File: src/rtl/core/sfd_pkg.sv
`timescale 1ns / 1ps

package sfd_pkg;

    typedef enum logic [1:0] {
        PH_HUNT = 2'd0,
        PH_LEN  = 2'd1,
        PH_DATA = 2'd2,
        PH_ESC  = 2'd3
    } phase_t;

    typedef enum logic [1:0] {
        OP_LEN  = 2'd0,
        OP_DATA = 2'd1,
        OP_END  = 2'd2,
        OP_BAD  = 2'd3
    } op_t;

    typedef enum logic [2:0] {
        CFG_MAX_LENGTH     = 3'd0,
        CFG_END_CODE       = 3'd1,
        CFG_ESCAPE_CODE    = 3'd2,
        CFG_ESC_END_CODE   = 3'd3,
        CFG_ESC_ESC_CODE   = 3'd4,
        CFG_START_CODE     = 3'd5
    } cfg_idx_t;

    localparam logic [1:0] KIND_PAYLOAD = 2'd0;
    localparam logic [1:0] KIND_ACCEPT  = 2'd1;
    localparam logic [1:0] KIND_REJECT  = 2'd2;

    localparam logic [1:0] ERR_NONE      = 2'd0;
    localparam logic [1:0] ERR_EMPTY     = 2'd1;
    localparam logic [1:0] ERR_CHECKSUM  = 2'd2;
    localparam logic [1:0] ERR_MALFORMED = 2'd3;

    localparam logic [7:0] SUM_MASK = 8'h7f;

    localparam logic [7:0] RST_MAX_LENGTH   = 8'd255;
    localparam logic [7:0] RST_END_CODE     = 8'd192;
    localparam logic [7:0] RST_ESCAPE_CODE  = 8'd219;
    localparam logic [7:0] RST_ESC_END_CODE = 8'd220;
    localparam logic [7:0] RST_ESC_ESC_CODE = 8'd221;
    localparam logic [7:0] RST_START_CODE   = 8'd193;

    typedef struct packed {
        logic [7:0] max_length;
        logic [7:0] end_code;
        logic [7:0] escape_code;
        logic [7:0] escaped_end_code;
        logic [7:0] escaped_escape_code;
        logic [7:0] start_code;
    } cfg_t;

    // one classified item passed from front to back
    typedef struct packed {
        op_t        op;
        logic [7:0] value;
    } op_item_t;

    typedef struct packed {
        logic full;
        logic empty;
    } q_status_t;

endpackage

File: src/rtl/core/slip_frame_decoder_core.sv
`timescale 1ns / 1ps

// channel | signals                               | role
// --------+---------------------------------------+-------------------------------
// in      | in_valid, in_ready, rx_byte           | raw line bytes, one per item
// out     | out_valid, out_ready, kind,           | payload byte or frame verdict
//         | payload_byte, frame_count, error_code |
// cfg     | cfg_valid, cfg_ready, cfg_index,      | code and limit registers,
//         | cfg_data                              | always ready
//
// One byte per cycle sustained while out_ready stays high; results go through
// front classify -> two-entry queue -> registered output stage.
// The front keeps the framing phase, the back keeps length, count, sum and
// last decoded byte and builds the verdict at the end code or a bad escape.
// At full rate the queue holds one item, so during an output stall it takes
// one more item (two when it starts empty) before in_ready drops; in_ready
// comes back in the cycle after out_ready does.
// Reset: hunting for start code, registers at their default codes.

module slip_frame_decoder_core
    import sfd_pkg::*;
(
    input  logic       clk,
    input  logic       rst_n,
    input  logic       in_valid,
    output logic       in_ready,
    input  logic [7:0] rx_byte,
    output logic       out_valid,
    input  logic       out_ready,
    output logic [1:0] kind,
    output logic [7:0] payload_byte,
    output logic [7:0] frame_count,
    output logic [1:0] error_code,
    input  logic       cfg_valid,
    output logic       cfg_ready,
    input  logic [2:0] cfg_index,
    input  logic [7:0] cfg_data
);

    cfg_t      cfg_reg;
    q_status_t q_status;
    logic      push;
    op_item_t  push_item;
    logic      pop;
    op_item_t  head;

    assign cfg_ready = 1'b1;

    always_ff @(posedge clk or negedge rst_n)
    begin
        if (!rst_n)
        begin
            cfg_reg.max_length          <= RST_MAX_LENGTH;
            cfg_reg.end_code            <= RST_END_CODE;
            cfg_reg.escape_code         <= RST_ESCAPE_CODE;
            cfg_reg.escaped_end_code    <= RST_ESC_END_CODE;
            cfg_reg.escaped_escape_code <= RST_ESC_ESC_CODE;
            cfg_reg.start_code          <= RST_START_CODE;
        end
        else if (cfg_valid && cfg_ready)
        begin
            case (cfg_index)
                CFG_MAX_LENGTH:   cfg_reg.max_length          <= cfg_data;
                CFG_END_CODE:     cfg_reg.end_code            <= cfg_data;
                CFG_ESCAPE_CODE:  cfg_reg.escape_code         <= cfg_data;
                CFG_ESC_END_CODE: cfg_reg.escaped_end_code    <= cfg_data;
                CFG_ESC_ESC_CODE: cfg_reg.escaped_escape_code <= cfg_data;
                CFG_START_CODE:   cfg_reg.start_code          <= cfg_data;
                default:          cfg_reg                     <= cfg_reg;
            endcase
        end
    end

    sfd_front u_front (
        .clk       (clk),
        .rst_n     (rst_n),
        .cfg       (cfg_reg),
        .in_valid  (in_valid),
        .in_ready  (in_ready),
        .rx_byte   (rx_byte),
        .q_status  (q_status),
        .push      (push),
        .push_item (push_item)
    );

    sfd_queue u_queue (
        .clk       (clk),
        .rst_n     (rst_n),
        .push      (push),
        .push_item (push_item),
        .pop       (pop),
        .head      (head),
        .status    (q_status)
    );

    sfd_back u_back (
        .clk          (clk),
        .rst_n        (rst_n),
        .cfg          (cfg_reg),
        .q_status     (q_status),
        .head         (head),
        .pop          (pop),
        .out_valid    (out_valid),
        .out_ready    (out_ready),
        .kind         (kind),
        .payload_byte (payload_byte),
        .frame_count  (frame_count),
        .error_code   (error_code)
    );

endmodule

File: src/rtl/core/sfd_front.sv
`timescale 1ns / 1ps

module sfd_front
    import sfd_pkg::*;
(
    input  logic      clk,
    input  logic      rst_n,
    input  cfg_t      cfg,
    input  logic      in_valid,
    output logic      in_ready,
    input  logic [7:0] rx_byte,
    input  q_status_t q_status,
    output logic      push,
    output op_item_t  push_item
);

    phase_t phase_reg;
    phase_t phase_next;
    logic   take;

    assign in_ready = !q_status.full;
    assign take     = in_valid && in_ready;

    always_ff @(posedge clk or negedge rst_n)
    begin
        if (!rst_n)
        begin
            phase_reg <= PH_HUNT;
        end
        else if (take)
        begin
            phase_reg <= phase_next;
        end
    end

    always_comb
    begin
        phase_next = phase_reg;
        case (phase_reg)
            PH_HUNT:
            begin
                if (rx_byte == cfg.start_code)
                    phase_next = PH_LEN;
            end
            PH_LEN:
            begin
                phase_next = PH_DATA;
            end
            PH_DATA:
            begin
                // end wins over escape when both codes match
                if (rx_byte == cfg.end_code)
                    phase_next = PH_HUNT;
                else if (rx_byte == cfg.escape_code)
                    phase_next = PH_ESC;
            end
            PH_ESC:
            begin
                if (rx_byte == cfg.escaped_escape_code || rx_byte == cfg.escaped_end_code)
                    phase_next = PH_DATA;
                else
                    phase_next = PH_HUNT;
            end
            default:
            begin
                phase_next = PH_HUNT;
            end
        endcase
    end

    always_comb
    begin
        push            = 1'b0;
        push_item.op    = OP_DATA;
        push_item.value = rx_byte;
        case (phase_reg)
            PH_HUNT:
            begin
                push = 1'b0;
            end
            PH_LEN:
            begin
                push         = take;
                push_item.op = OP_LEN;
            end
            PH_DATA:
            begin
                if (rx_byte == cfg.end_code)
                begin
                    push         = take;
                    push_item.op = OP_END;
                end
                else if (rx_byte != cfg.escape_code)
                begin
                    push = take;
                end
            end
            PH_ESC:
            begin
                push = take;
                if (rx_byte == cfg.escaped_escape_code)
                    push_item.value = cfg.escape_code;
                else if (rx_byte == cfg.escaped_end_code)
                    push_item.value = cfg.end_code;
                else
                    push_item.op = OP_BAD;
            end
            default:
            begin
                push = 1'b0;
            end
        endcase
    end

endmodule

File: src/rtl/core/sfd_queue.sv
`timescale 1ns / 1ps

module sfd_queue
    import sfd_pkg::*;
(
    input  logic      clk,
    input  logic      rst_n,
    input  logic      push,
    input  op_item_t  push_item,
    input  logic      pop,
    output op_item_t  head,
    output q_status_t status
);

    op_item_t   slot_reg [2];
    logic       wr_ptr_reg;
    logic       rd_ptr_reg;
    logic [1:0] count_reg;
    logic [1:0] count_next;

    assign head         = slot_reg[rd_ptr_reg];
    assign status.full  = (count_reg == 2'd2);
    assign status.empty = (count_reg == 2'd0);

    always_comb
    begin
        count_next = count_reg;
        if (push && !pop)
            count_next = count_reg + 2'd1;
        else if (pop && !push)
            count_next = count_reg - 2'd1;
    end

    always_ff @(posedge clk or negedge rst_n)
    begin
        if (!rst_n)
        begin
            wr_ptr_reg <= 1'b0;
            rd_ptr_reg <= 1'b0;
            count_reg  <= 2'd0;
        end
        else
        begin
            count_reg <= count_next;
            if (push)
                wr_ptr_reg <= !wr_ptr_reg;
            if (pop)
                rd_ptr_reg <= !rd_ptr_reg;
        end
    end

    always_ff @(posedge clk)
    begin
        if (push)
            slot_reg[wr_ptr_reg] <= push_item;
    end

endmodule

File: src/rtl/core/sfd_back.sv
`timescale 1ns / 1ps

module sfd_back
    import sfd_pkg::*;
(
    input  logic       clk,
    input  logic       rst_n,
    input  cfg_t       cfg,
    input  q_status_t  q_status,
    input  op_item_t   head,
    output logic       pop,
    output logic       out_valid,
    input  logic       out_ready,
    output logic [1:0] kind,
    output logic [7:0] payload_byte,
    output logic [7:0] frame_count,
    output logic [1:0] error_code
);

    logic [7:0] declared_length_reg;
    logic [7:0] declared_length_next;
    logic [7:0] stored_count_reg;
    logic [7:0] stored_count_next;
    logic [7:0] running_sum_reg;
    logic [7:0] running_sum_next;
    logic [7:0] previous_byte_reg;
    logic [7:0] previous_byte_next;

    logic       out_valid_reg;
    logic       out_valid_next;
    logic [1:0] kind_reg;
    logic [1:0] kind_next;
    logic [7:0] payload_reg;
    logic [7:0] payload_next;
    logic [7:0] count_out_reg;
    logic [7:0] count_out_next;
    logic [1:0] error_reg;
    logic [1:0] error_next;

    logic       result;
    logic       room;

    assign out_valid    = out_valid_reg;
    assign kind         = kind_reg;
    assign payload_byte = payload_reg;
    assign frame_count  = count_out_reg;
    assign error_code   = error_reg;

    assign pop = !q_status.empty && (!out_valid_reg || out_ready);

    assign room = (stored_count_reg < declared_length_reg)
               && (stored_count_reg < cfg.max_length);

    always_comb
    begin
        declared_length_next = declared_length_reg;
        stored_count_next    = stored_count_reg;
        running_sum_next     = running_sum_reg;
        previous_byte_next   = previous_byte_reg;
        result               = 1'b0;
        kind_next            = KIND_PAYLOAD;
        payload_next         = 8'd0;
        count_out_next       = stored_count_reg;
        error_next           = ERR_NONE;
        case (head.op)
            OP_LEN:
            begin
                declared_length_next = head.value;
                stored_count_next    = 8'd0;
                running_sum_next     = 8'd0;
                previous_byte_next   = 8'd0;
            end
            OP_DATA:
            begin
                previous_byte_next = head.value;
                if (room)
                begin
                    result            = 1'b1;
                    stored_count_next = stored_count_reg + 8'd1;
                    running_sum_next  = running_sum_reg + head.value;
                    payload_next      = head.value;
                    count_out_next    = stored_count_reg + 8'd1;
                end
            end
            OP_END:
            begin
                result = 1'b1;
                if (stored_count_reg == 8'd0)
                begin
                    kind_next  = KIND_REJECT;
                    error_next = ERR_EMPTY;
                end
                else if (previous_byte_reg == (running_sum_reg & SUM_MASK))
                begin
                    kind_next = KIND_ACCEPT;
                end
                else
                begin
                    kind_next  = KIND_REJECT;
                    error_next = ERR_CHECKSUM;
                end
            end
            OP_BAD:
            begin
                result     = 1'b1;
                kind_next  = KIND_REJECT;
                error_next = ERR_MALFORMED;
            end
            default:
            begin
                result = 1'b0;
            end
        endcase
    end

    always_comb
    begin
        out_valid_next = out_valid_reg;
        if (pop)
            out_valid_next = result;
        else if (out_ready)
            out_valid_next = 1'b0;
    end

    always_ff @(posedge clk or negedge rst_n)
    begin
        if (!rst_n)
        begin
            declared_length_reg <= 8'd0;
            stored_count_reg    <= 8'd0;
            running_sum_reg     <= 8'd0;
            previous_byte_reg   <= 8'd0;
            out_valid_reg       <= 1'b0;
        end
        else
        begin
            out_valid_reg <= out_valid_next;
            if (pop)
            begin
                declared_length_reg <= declared_length_next;
                stored_count_reg    <= stored_count_next;
                running_sum_reg     <= running_sum_next;
                previous_byte_reg   <= previous_byte_next;
            end
        end
    end

    always_ff @(posedge clk)
    begin
        if (pop && result)
        begin
            kind_reg      <= kind_next;
            payload_reg   <= payload_next;
            count_out_reg <= count_out_next;
            error_reg     <= error_next;
        end
    end

endmodule
File: config.mk
export PLATFORM = sky130hd
export DESIGN_NAME = slip_frame_decoder_core
export DESIGN_NICKNAME = d
export VERILOG_FILES = /design/src/rtl/core/sfd_pkg.sv /design/src/rtl/core/slip_frame_decoder_core.sv /design/src/rtl/core/sfd_front.sv /design/src/rtl/core/sfd_queue.sv /design/src/rtl/core/sfd_back.sv
export SDC_FILE = /design/constraint.sdc
export NUM_CORES = 1
export LEC_CHECK = 0
export ABC_AREA = 1
export BUFFER_PORTS_ARGS = -buffer_cell sky130_fd_sc_hd__buf_2
export CAP_MARGIN = 20
export CORE_ASPECT_RATIO = 1.5
export CORE_MARGIN = 3
export CORE_UTILIZATION = 45
export CTS_CLUSTER_DIAMETER = 50
export DETAILED_ROUTE_END_ITERATION = 16
export PLACE_DENSITY = 0.73
export SYNTH_ARGS = -nofsm -noshare
export SYNTH_HDL_FRONTEND = slang
export SYNTH_SLANG_ARGS = --single-unit
File: constraint.sdc
create_clock -name clk -period 3.7 [get_ports clk]
set_clock_uncertainty 0.2 [all_clocks]
set_input_delay 0.185 -clock clk [delete_from_list [all_inputs] [get_ports clk]]
set_output_delay 0.185 -clock clk [all_outputs]
set_load 0.02 [all_outputs]
==> flow_summary.ini <==
[clocking]
cts.root.buffer_cell = sky130_fd_sc_hd__clkbuf_16
cts_buffer_count = 17
clk_pin_slew_ns = 0.05
max-clock-path-buffers = 2
cts_resized = 0
htree_num_levels = 4
clock_latency_ns = 0.41
cts_sinks = 126
post-cts-setup-buffers = 0
cts-hold-fix-buffers = 10
cts_tree = yes

[min_path]
holdCritPathClass = in -> reg
worst_hold_path.endpoint = u_queue.slot_reg[1][0]$_DFFE_PP_
min_from = rx_byte[0]
holdPathStages = 3

[worst_setup_path]
worstPathRequired_ns = 3.59
rr_worst_depth = 9
rrSetupSlack_ns = 0.92
critical_path_cell_sequence = ha_1 > a21oi_1 > nand3_1 > nor2_4 > nand3_4 > nor2_1 > o21ai_0 > inv_1 > buf_4
rr_endpoint = u_back.kind[1]$_DFFE_PP_
worst_setup_path_end_kind = flip-flop
cp_slowest_cell = sky130_fd_sc_hd__dfrtp_1
crit_path_max_incr_delay_ns = 0.45
critical_path_arrival_ns = 2.67
timing.critical_path.fanout_max = 20
ws_path_type = reg -> reg
worst_r2r_startpoint = u_back.stored_count_reg[7]$_DFFE_PN0P_
cp-start-kind = flip-flop

[yosys]
synthesis.area_mm2 = 0.00669
post_synth.cell_area_avg_um2 = 8.51
synth.top_cells.by_count = 239 x sky130_fd_sc_hd__nand2_1, 90 x sky130_fd_sc_hd__inv_1, 85 x sky130_fd_sc_hd__o21ai_0
yosysMostFrequentCell = sky130_fd_sc_hd__nand2_1
yosysWarningCount = 0
netlist_top_cells_area = sky130_fd_sc_hd__dfrtp_1 21%, sky130_fd_sc_hd__edfxtp_1 18%, sky130_fd_sc_hd__nand2_1 13%
synth_sequential_area_ratio_pct = 50.7
synth_seq_cells = 126
synthAdderAreaFrac_pct = 4.60
netlist.top_cell.by_area = sky130_fd_sc_hd__dfrtp_1
synth_enable_flop_cells = 40
synth_compound_area_share_pct = 8.95
largest_family_of_logic_cells_by_synthesized_area = simple AND/OR/NAND/NOR gates
synth-xor-area-share_pct = 5.50
post_synth_num_cell_types = 37
synth-main-ff-cell = sky130_fd_sc_hd__dfrtp_1
post_syn_instances = 786
mux_cell_area_share_after_synthesis_pct = 0.150
synth_async_sr_flop_share_pct = 68.3
synth_fp_nets = 834
synth-simple-area-share_pct = 22.6
yosys.area.top_type_share_pct = 20.9

[floorplan]
die_area_mm2 = 0.0164
chipWidth_um = 106
floorplan.rows = 54
fp.coreArea_mm2 = 0.0145
die_height_um = 155
start_util_pct = 46.1
number_of_i_o_pins = 47

[sta]
final.period_utilization_pct = 75.3
period_needed_ns = 2.78
final.setup.worst_slack_ns = 0.916
finalMaxSlewViolations = 0
worst_pin_slew_ns = 0.858
final_worst_hold_slack_ns = 0.0498
max-slew-margin-rel_pct = 42.8
setup_tns_final_ns = 0
rsz_0062_raised_after_global_routing = false
endpoints_failing_hold = 0
fmax_mhz = 359
setup_viol = 0

[status]
outcome = complete, no violations

[job]
drv.max_cap_violation_count = 0

[route]
detailroute.wirelength.met3_um = 513
detailedRoute.firstPassIterationCount = 5
route.detailed.vias_per_inst = 4.99
drt_wl_total_um = 14800
wirelength_met1_um = 5350
avgRoutedWirePerCell_um = 14.2
wl_met2_um = 8350
detailroute.via_count = 5220
drc = 0
top_layer_used = met4
drt_first_iter_violations = 223
drt.antenna.violating_nets = 0

[placement]
placement.io_buffers = 45
routabilityCongestion = 0.881
dp_hpwl_um = 11100
worst_case_setup_slack_after_placement_ns = 0.919

[layout]
final_layout_size_suffix_gt1_share_pct = 15.9
layout-area-overhead-vs-synth_pct = 15.8
final-seq-area_mm2 = 0.00339
fin_nets = 885
flip_flop_count_of_the_largest_register_after_layout = 48
nFillCells = 1328
antennaDiodeCount = 0
multi_input_area_mm2 = 0.00280
finalCoreUtilization_pct = 53.3

[global_routing]
grt_pass1_wl_um = 24500
groute.usage.overall_pct = 19.1
largest_net_degree_at_the_start_of_global_routing = 67
number_of_global_route_vias_before_repair = 5165
grt_antenna_before_repair = 0
globalRoute.totalOverflow = 0

[power]
cellPowerDensity_mw_per_mm2 = 759
power.ir.vdd_worst_v = 0.000366
post-layout-total-power_mw = 5.88
power_leakage_nw = 3.75
stage by stage:
step,cells,area (um^2)
3_5_place_dp,1004,7040
2_1_floorplan,786,6690
5_1_grt,1046,7750
6_report,1046,7750
4_1_cts,1046,7750
3_3_place_gp,1004,7040
placed cells by master (no fill, tap or decap), drive strengths merged, types with 16 or more instances in the layout:
cell	instances
nand2	245
xnor2	24
dfstp	30
edfxtp	40
inv	98
xor2	18
clkbuf	23
o21ai	96
buf	47
nor2	49
ha	23
nand3	29
nand4	16
dfrtp	56
critical path: cells and delay by family, from the launching register on:
| family | cells | cell delay, ns |
|---|---|---|
| simple gates | 4 | 0.76 |
| flops | 1 | 0.45 |
| fa+ha+maj | 1 | 0.37 |
| buf+inv | 2 | 0.36 |
| compound gates | 2 | 0.31 |
worst max-delay path by stage:
stage | from | to | slack [ns] | cells past startpoint
3_3_place_gp | cfg_reg[47]$_DFFE_PN1P_ | u_back.error_code[1]$_DFFE_PP_ | 0.96 | 10
5_1_grt | cfg_reg[47]$_DFFE_PN1P_ | u_back.payload_byte[5]$_SDFFCE_PN0P_ | 0.68 | 10
6_report | u_back.stored_count_reg[7]$_DFFE_PN0P_ | u_back.kind[1]$_DFFE_PP_ | 0.92 | 9
4_1_cts | cfg_reg[47]$_DFFE_PN1P_ | u_back.kind[1]$_DFFE_PP_ | 0.91 | 10
2_1_floorplan | cfg_reg[47]$_DFFE_PN1P_ | u_back.error_code[0]$_DFFE_PP_ | 0.98 | 9
3_5_place_dp | cfg_reg[47]$_DFFE_PN1P_ | u_back.error_code[1]$_DFFE_PP_ | 0.92 | 10
kinds of logic (layout without fill, tap and decap cells):
logic type               count (synthesis)  count (layout)
flip-flops                             126             126
adder cells (fa/ha/maj)                 24              24
AND/OR/NAND/NOR                        353             353
multiplexers                             1               1
other                                    1               1
buffers and inverters                  122             186
AO/OA/AOI/OAI                          117             117
XOR/XNOR                                42              42
cell type report:
class                      count  share of cell area, %
clock buffer                  23                   6.46
clock inverter                 9                   1.34
inverter                      97                   4.70
multi-input combinational    538                   36.1
sequential                   126                   43.8
tap                          196                   3.17
timing repair buffer          57                   4.43
metal layers:
| metal | up-vias | GRT usage, % |
|---|---|---|
| li1 | 2625 | - |
| met1 | 2442 | 19.2 |
| met2 | 114 | 36.6 |
| met3 | 39 | 3.65 |
| met4 | 0 | 9.88 |
| met5 | - | 0 |
report_power, final:
| group | leakage [nW] | internal, mW | switching [mW] |
|---|---|---|---|
| logic | 2.04 | 0.662 | 1.35 |
| registers | 1.41 | 1.97 | 0.224 |
| clock network | 0.301 | 1.09 | 0.588 |
| total | 3.75 | 3.72 | 2.16 |
(Power assumes the default switching activity.)
